<file path="src/hdl/bt2dm_pkg.sv">
package bt2dm_pkg;

  typedef struct packed {
    logic [15:0] s0;
    logic [16:0] mix_fraction;
    logic [15:0] rate_a;
    logic [15:0] rate_b;
  } in_item_t;

  typedef struct packed {
    logic [31:0] signal;
    logic [2:0]  echo_index;
    logic        last_echo;
  } out_item_t;

  typedef struct packed {
    logic        vld;
    logic [15:0] s0;
    logic [16:0] mix;
    logic [2:0]  idx;
    logic        last;
    logic [32:0] pa;
    logic [32:0] pb;
    logic        za;
    logic        zb;
    logic [23:0] fa;
    logic [23:0] fb;
  } step_t;

  localparam logic [3:0] REG_TWO_COMP    = 4'd0;
  localparam logic [3:0] REG_FREE_RATES  = 4'd1;
  localparam logic [3:0] REG_ECHO_COUNT  = 4'd2;
  localparam logic [3:0] REG_ECHO_TIME0  = 4'd3;

  localparam logic [15:0] RATE_TWO_A = 16'd2944;
  localparam logic [15:0] RATE_TWO_B = 16'd1024;
  localparam logic [15:0] RATE_ONE   = 16'd3200;
  localparam logic [16:0] ONE_Q16    = 17'd65536;

  typedef logic [31:0] fact_tab_t [25];
  typedef logic [32:0] ipow_tab_t [16];

  function automatic logic [63:0] exp_neg_pow2(input int k);
    logic [63:0] term;
    logic [63:0] sum;
    term = 64'd1 << 40;
    sum  = term;
    for (int n = 1; n <= 30; n++) begin
      term = (term >> k) / 64'(n);
      if ((n % 2) == 1) begin
        sum = sum - term;
      end else begin
        sum = sum + term;
      end
    end
    return (sum + 64'd128) >> 8;
  endfunction

  function automatic logic [32:0] mul_q32(input logic [32:0] p, input logic [31:0] f);
    logic [63:0] prod;
    prod = 64'(p[31:0]) * 64'(f) + 64'h8000_0000;
    if (p[32]) begin
      return {1'b0, f};
    end
    return {1'b0, prod[63:32]};
  endfunction

  function automatic fact_tab_t fact_table();
    fact_tab_t t;
    for (int k = 0; k < 25; k++) begin
      t[k] = 32'(exp_neg_pow2(k));
    end
    return t;
  endfunction

  function automatic ipow_tab_t ipow_table();
    ipow_tab_t t;
    logic [31:0] e1;
    e1 = 32'(exp_neg_pow2(0));
    t[0] = 33'h1_0000_0000;
    for (int i = 1; i < 16; i++) begin
      t[i] = mul_q32(t[i-1], e1);
    end
    return t;
  endfunction

  localparam fact_tab_t FACT = fact_table();
  localparam ipow_tab_t IPOW = ipow_table();

endpackage

</file>
<file path="src/hdl/bt2dm_exp_step.sv">
module bt2dm_exp_step #(
  parameter int K = 1
) (
  input  logic             clk,
  input  logic             rst_n,
  input  logic             en,
  input  bt2dm_pkg::step_t d,
  output bt2dm_pkg::step_t q
);
  import bt2dm_pkg::*;

  localparam int BIT = 24 - K;
  localparam logic [31:0] F = FACT[K];

  step_t q_r;
  step_t q_nxt;

  always_comb begin
    q_nxt = d;
    if (d.fa[BIT]) begin
      q_nxt.pa = mul_q32(d.pa, F);
    end
    if (d.fb[BIT]) begin
      q_nxt.pb = mul_q32(d.pb, F);
    end
  end

  always_ff @(posedge clk) begin
    if (!rst_n) begin
      q_r.vld <= 1'b0;
    end else if (en) begin
      q_r <= q_nxt;
    end
  end

  assign q = q_r;

endmodule

</file>
<file path="config.mk">
export PLATFORM = sky130hd
export DESIGN_NAME = bt2dm_exp_step
export DESIGN_NICKNAME = d
export VERILOG_FILES = /design/src/hdl/bt2dm_pkg.sv /design/src/hdl/bt2dm_exp_step.sv
export SDC_FILE = /design/constraint.sdc
export NUM_CORES = 2
export LEC_CHECK = 0
export BUFFER_PORTS_ARGS = -buffer_cell sky130_fd_sc_hd__buf_2
export CORE_MARGIN = 4
export CORE_UTILIZATION = 35
export CTS_BUF_LIST = sky130_fd_sc_hd__clkbuf_8
export DETAILED_ROUTE_END_ITERATION = 12
export SLEW_MARGIN = 20
export SYNTH_ARGS = -nofsm -noshare
export SYNTH_HDL_FRONTEND = slang
export SYNTH_SLANG_ARGS = --single-unit
export TNS_END_PERCENT = 1
</file>
<file path="constraint.sdc">
create_clock -name clk -period 18.21 [get_ports clk]
set_clock_uncertainty 0.15 [all_clocks]
set_input_delay 3.642 -clock clk [delete_from_list [all_inputs] [get_ports clk]]
set_output_delay 3.642 -clock clk [all_outputs]
set_load 0.02 [all_outputs]
</file>
==> impl_metrics.env <==
export IMPL_outcome="finished, final reports clean"
export IMPL_post_route_period_util=0.640
export IMPL_postSynthCellCount=3716
export IMPL_cts_resized=0
export IMPL_timing_slew_headroom=0.465
export IMPL_synth_edff_count=153
export IMPL_cts_num_sinks=154
export IMPL_busiest_layer="met2"
export IMPL_rsz0062_at_grt="no"
export IMPL_netlist_area_sq_um=40200
export IMPL_grt_pass1_vias=30100
export IMPL_fmax_ghz=0.0858
export IMPL_overflow=0
export IMPL_drt_wl_total_um=126000
export IMPL_ys_flop_type="edfxtp_1"
export IMPL_grt_pass1_wl_um=191000
export IMPL_drtIter0Drc=1758
export IMPL_netlist_cell_type_count=85
export IMPL_synth_avg_cell_area_sq_um=10.8
export IMPL_end_kind="register"
export IMPL_cts_setup_buffers=0
export IMPL_slew_viol_final=0
export IMPL_hp_class="reg2reg"
export IMPL_syn_to_final_growth_pct=9.26
export IMPL_gr_usage_all_layers=0.214
export IMPL_drv_cap=0
export IMPL_tightestPinTransition_ns=0.802
export IMPL_nets=5762
export IMPL_antenna_found_initial=11
export IMPL_core_sq_um=114000
export IMPL_cts_max_level=4
export IMPL_clk_pin_slew_worst_paths_ns=0.09
export IMPL_grt_use_met1=0.284
export IMPL_whs_path_depth=2
export IMPL_start_util=0.352
export IMPL_setup_viol=0
export IMPL_gp_congestion=1.01
export IMPL_async_reset_ff_frac=0
export IMPL_dp_hpwl_um=113000
export IMPL_worstPathRequired_ns=18.25
export IMPL_io_pins=311
export IMPL_drive_gt1_frac=0.0958
export IMPL_use_met2=0.344
export IMPL_timing_worst_setup_path_type="in2reg"
export IMPL_antenna_left=0
export IMPL_ys_warn_count=0
export IMPL_crit_fanout=7
export IMPL_grtUsageMet3=0.0594
export IMPL_cts_root_buf="clkbuf_8"
export IMPL_ys_seq_elements=154
export IMPL_vias=27400
export IMPL_cts_hold_fix_buffers=0
export IMPL_routedWlPerCell_um=22.8
export IMPL_fp_dieH_um=347
export IMPL_crit_arrival_ns=11.69
export IMPL_r2r_cells=2
export IMPL_ys_seq_area_frac=0.115
export IMPL_die_area_sq_um=120000
export IMPL_first_pass_iters=7
export IMPL_syn_nets=5462
export IMPL_finalHoldViolations=0
export IMPL_clk_latency_ns=0.51
export IMPL_min_period_ns=11.66
export IMPL_io_buffers=310
export IMPL_largest_reg_flops=154
export IMPL_cp_start_kind="input port"
export IMPL_finalSetupTns_ns=0
export IMPL_drc=0
export IMPL_cts_made_buffers=17
export IMPL_dieWidth_um=347
export IMPL_vias_per_cell=4.94
export IMPL_num_rows=124
export IMPL_clock_path_buffers=2
export IMPL_grt_start_max_net_pins=55
export IMPL_cts_tree="yes"
==> per-stage QoR <==
stage | util | setup WS, ns | area, sq um | std cells | hold WS [ns]
floorplan | - | 7.59 | 40200 | 3716 | 0.439
global route | 0.385 | 6.44 | 43900 | 5542 | 0.473
finish | 0.385 | 6.55 | 43900 | 5549 | 0.430
detailed placement | 0.381 | 6.21 | 43500 | 5509 | 0.413
global placement | 0.381 | 6.15 | 43500 | 5509 | 0.349
CTS | 0.385 | 6.79 | 43900 | 5541 | 0.438
==> logic make-up after synthesis <==
logic type | Yosys count | share of synthesized area
compound gates | 413 | 0.0694
flops | 154 | 0.115
xor+xnor | 61 | 0.0133
simple gates | 275 | 0.0342
buf+inv | 1221 | 0.115
mux | 3 | 0.000747
fa+ha+maj | 1589 | 0.652
==> routing by layer <==
layer	vias up	wire, um
li1	12300	-
met1	13900	53300
met2	1070	57700
met3	180	11500
met4	10	3840
met5	-	69
==> worst max-delay path, stage by stage <==
cell	delay [ns]
buf_2	0.20
inv_1	0.19
fa_1	0.57
inv_1	0.08
fa_1	0.46
fa_1	0.50
fa_1	0.44
fa_1	0.55
inv_1	0.06
fa_1	0.52
inv_1	0.05
fa_1	0.47
inv_1	0.05
fa_1	0.50
inv_1	0.05
ha_1	0.34
inv_1	0.08
nor2_1	0.10
o21ai_0	0.10
a311o_1	0.37
a311oi_1	0.48
a21oi_1	0.24
o21ai_0	0.61
a21boi_0	0.24
xor2_1	0.45
o22ai_1	0.34
==> layout make-up <==
type,count,area (sq um)
clock inverters,15,163
clock buffers,17,234
flip-flops and latches,154,4610
diodes,8,20.0
fillers,11400,70300
inverters,1187,4460
repair buffers,315,1590
multi-input cells,2341,31000
well taps,1512,1890
==> cells in the final DEF (no fill, tap or decap), types with 4 or more instances in the layout <==
master and instances:
a22o_1 8, a211oi_1 11, nand3_1 29, clkbuf_8 17, or3_1 5, nor2b_1 9
diode_2 8, fa_1 846, o21a_1 10, a21o_1 57, and3_1 12, buf_4 5
nor3_1 18, o221ai_1 4, o21ai_0 58, nand4_1 27, o22ai_1 19, nand2_1 78
xor2_1 24, a22oi_1 21, buf_2 310, nor4_1 4, o21bai_1 21, xnor2_1 37
and2_1 4, o211ai_1 14, nand2b_1 6, clkinv_4 4, a31oi_1 11, inv_1 1186
a2111oi_0 4, ha_1 743, nor2_1 56, a211o_1 4, a311oi_1 4, edfxtp_1 153
a21oi_1 119, a21o_2 5
==> worst paths after layout <==
kind / startpoint / end / slack [ns]
min reg2reg: q[153]$_SDFFE_PN0P_ / q[153]$_SDFFE_PN0P_ / 0.43
max: d[94] / q[96]$_DFFE_PP_ / 6.55
max reg2reg: q[153]$_SDFFE_PN0P_ / q[153]$_SDFFE_PN0P_ / 17.40
min: q[153]$_SDFFE_PN0P_ / q[153]$_SDFFE_PN0P_ / 0.43
==> cells in the mapped netlist, drive strengths merged, types with 10 or more instances <==
master     n  area share
inv     1186        0.11
fa       846        0.42
ha       743        0.23
edfxtp   153        0.11
a21oi    119       0.015
nand2     78      0.0073
a21o      62       0.012
o21ai     62      0.0080
nor2      59      0.0058
xnor2     37      0.0081
nand3     29      0.0036
clkbuf    27      0.0029
nand4     27      0.0042
xor2      24      0.0052
o21bai    22      0.0042
a22oi     21      0.0039
o22ai     19      0.0030
nor3      18      0.0022
and3      15      0.0026
o211ai    14      0.0026
a31oi     13      0.0023
a211oi    12      0.0024
nor2b     10      0.0017
o21a      10      0.0019
Power is left out: the tool's default activity adds up to more than one toggle a clock period on the data nets, which glitch-free logic cannot reach.
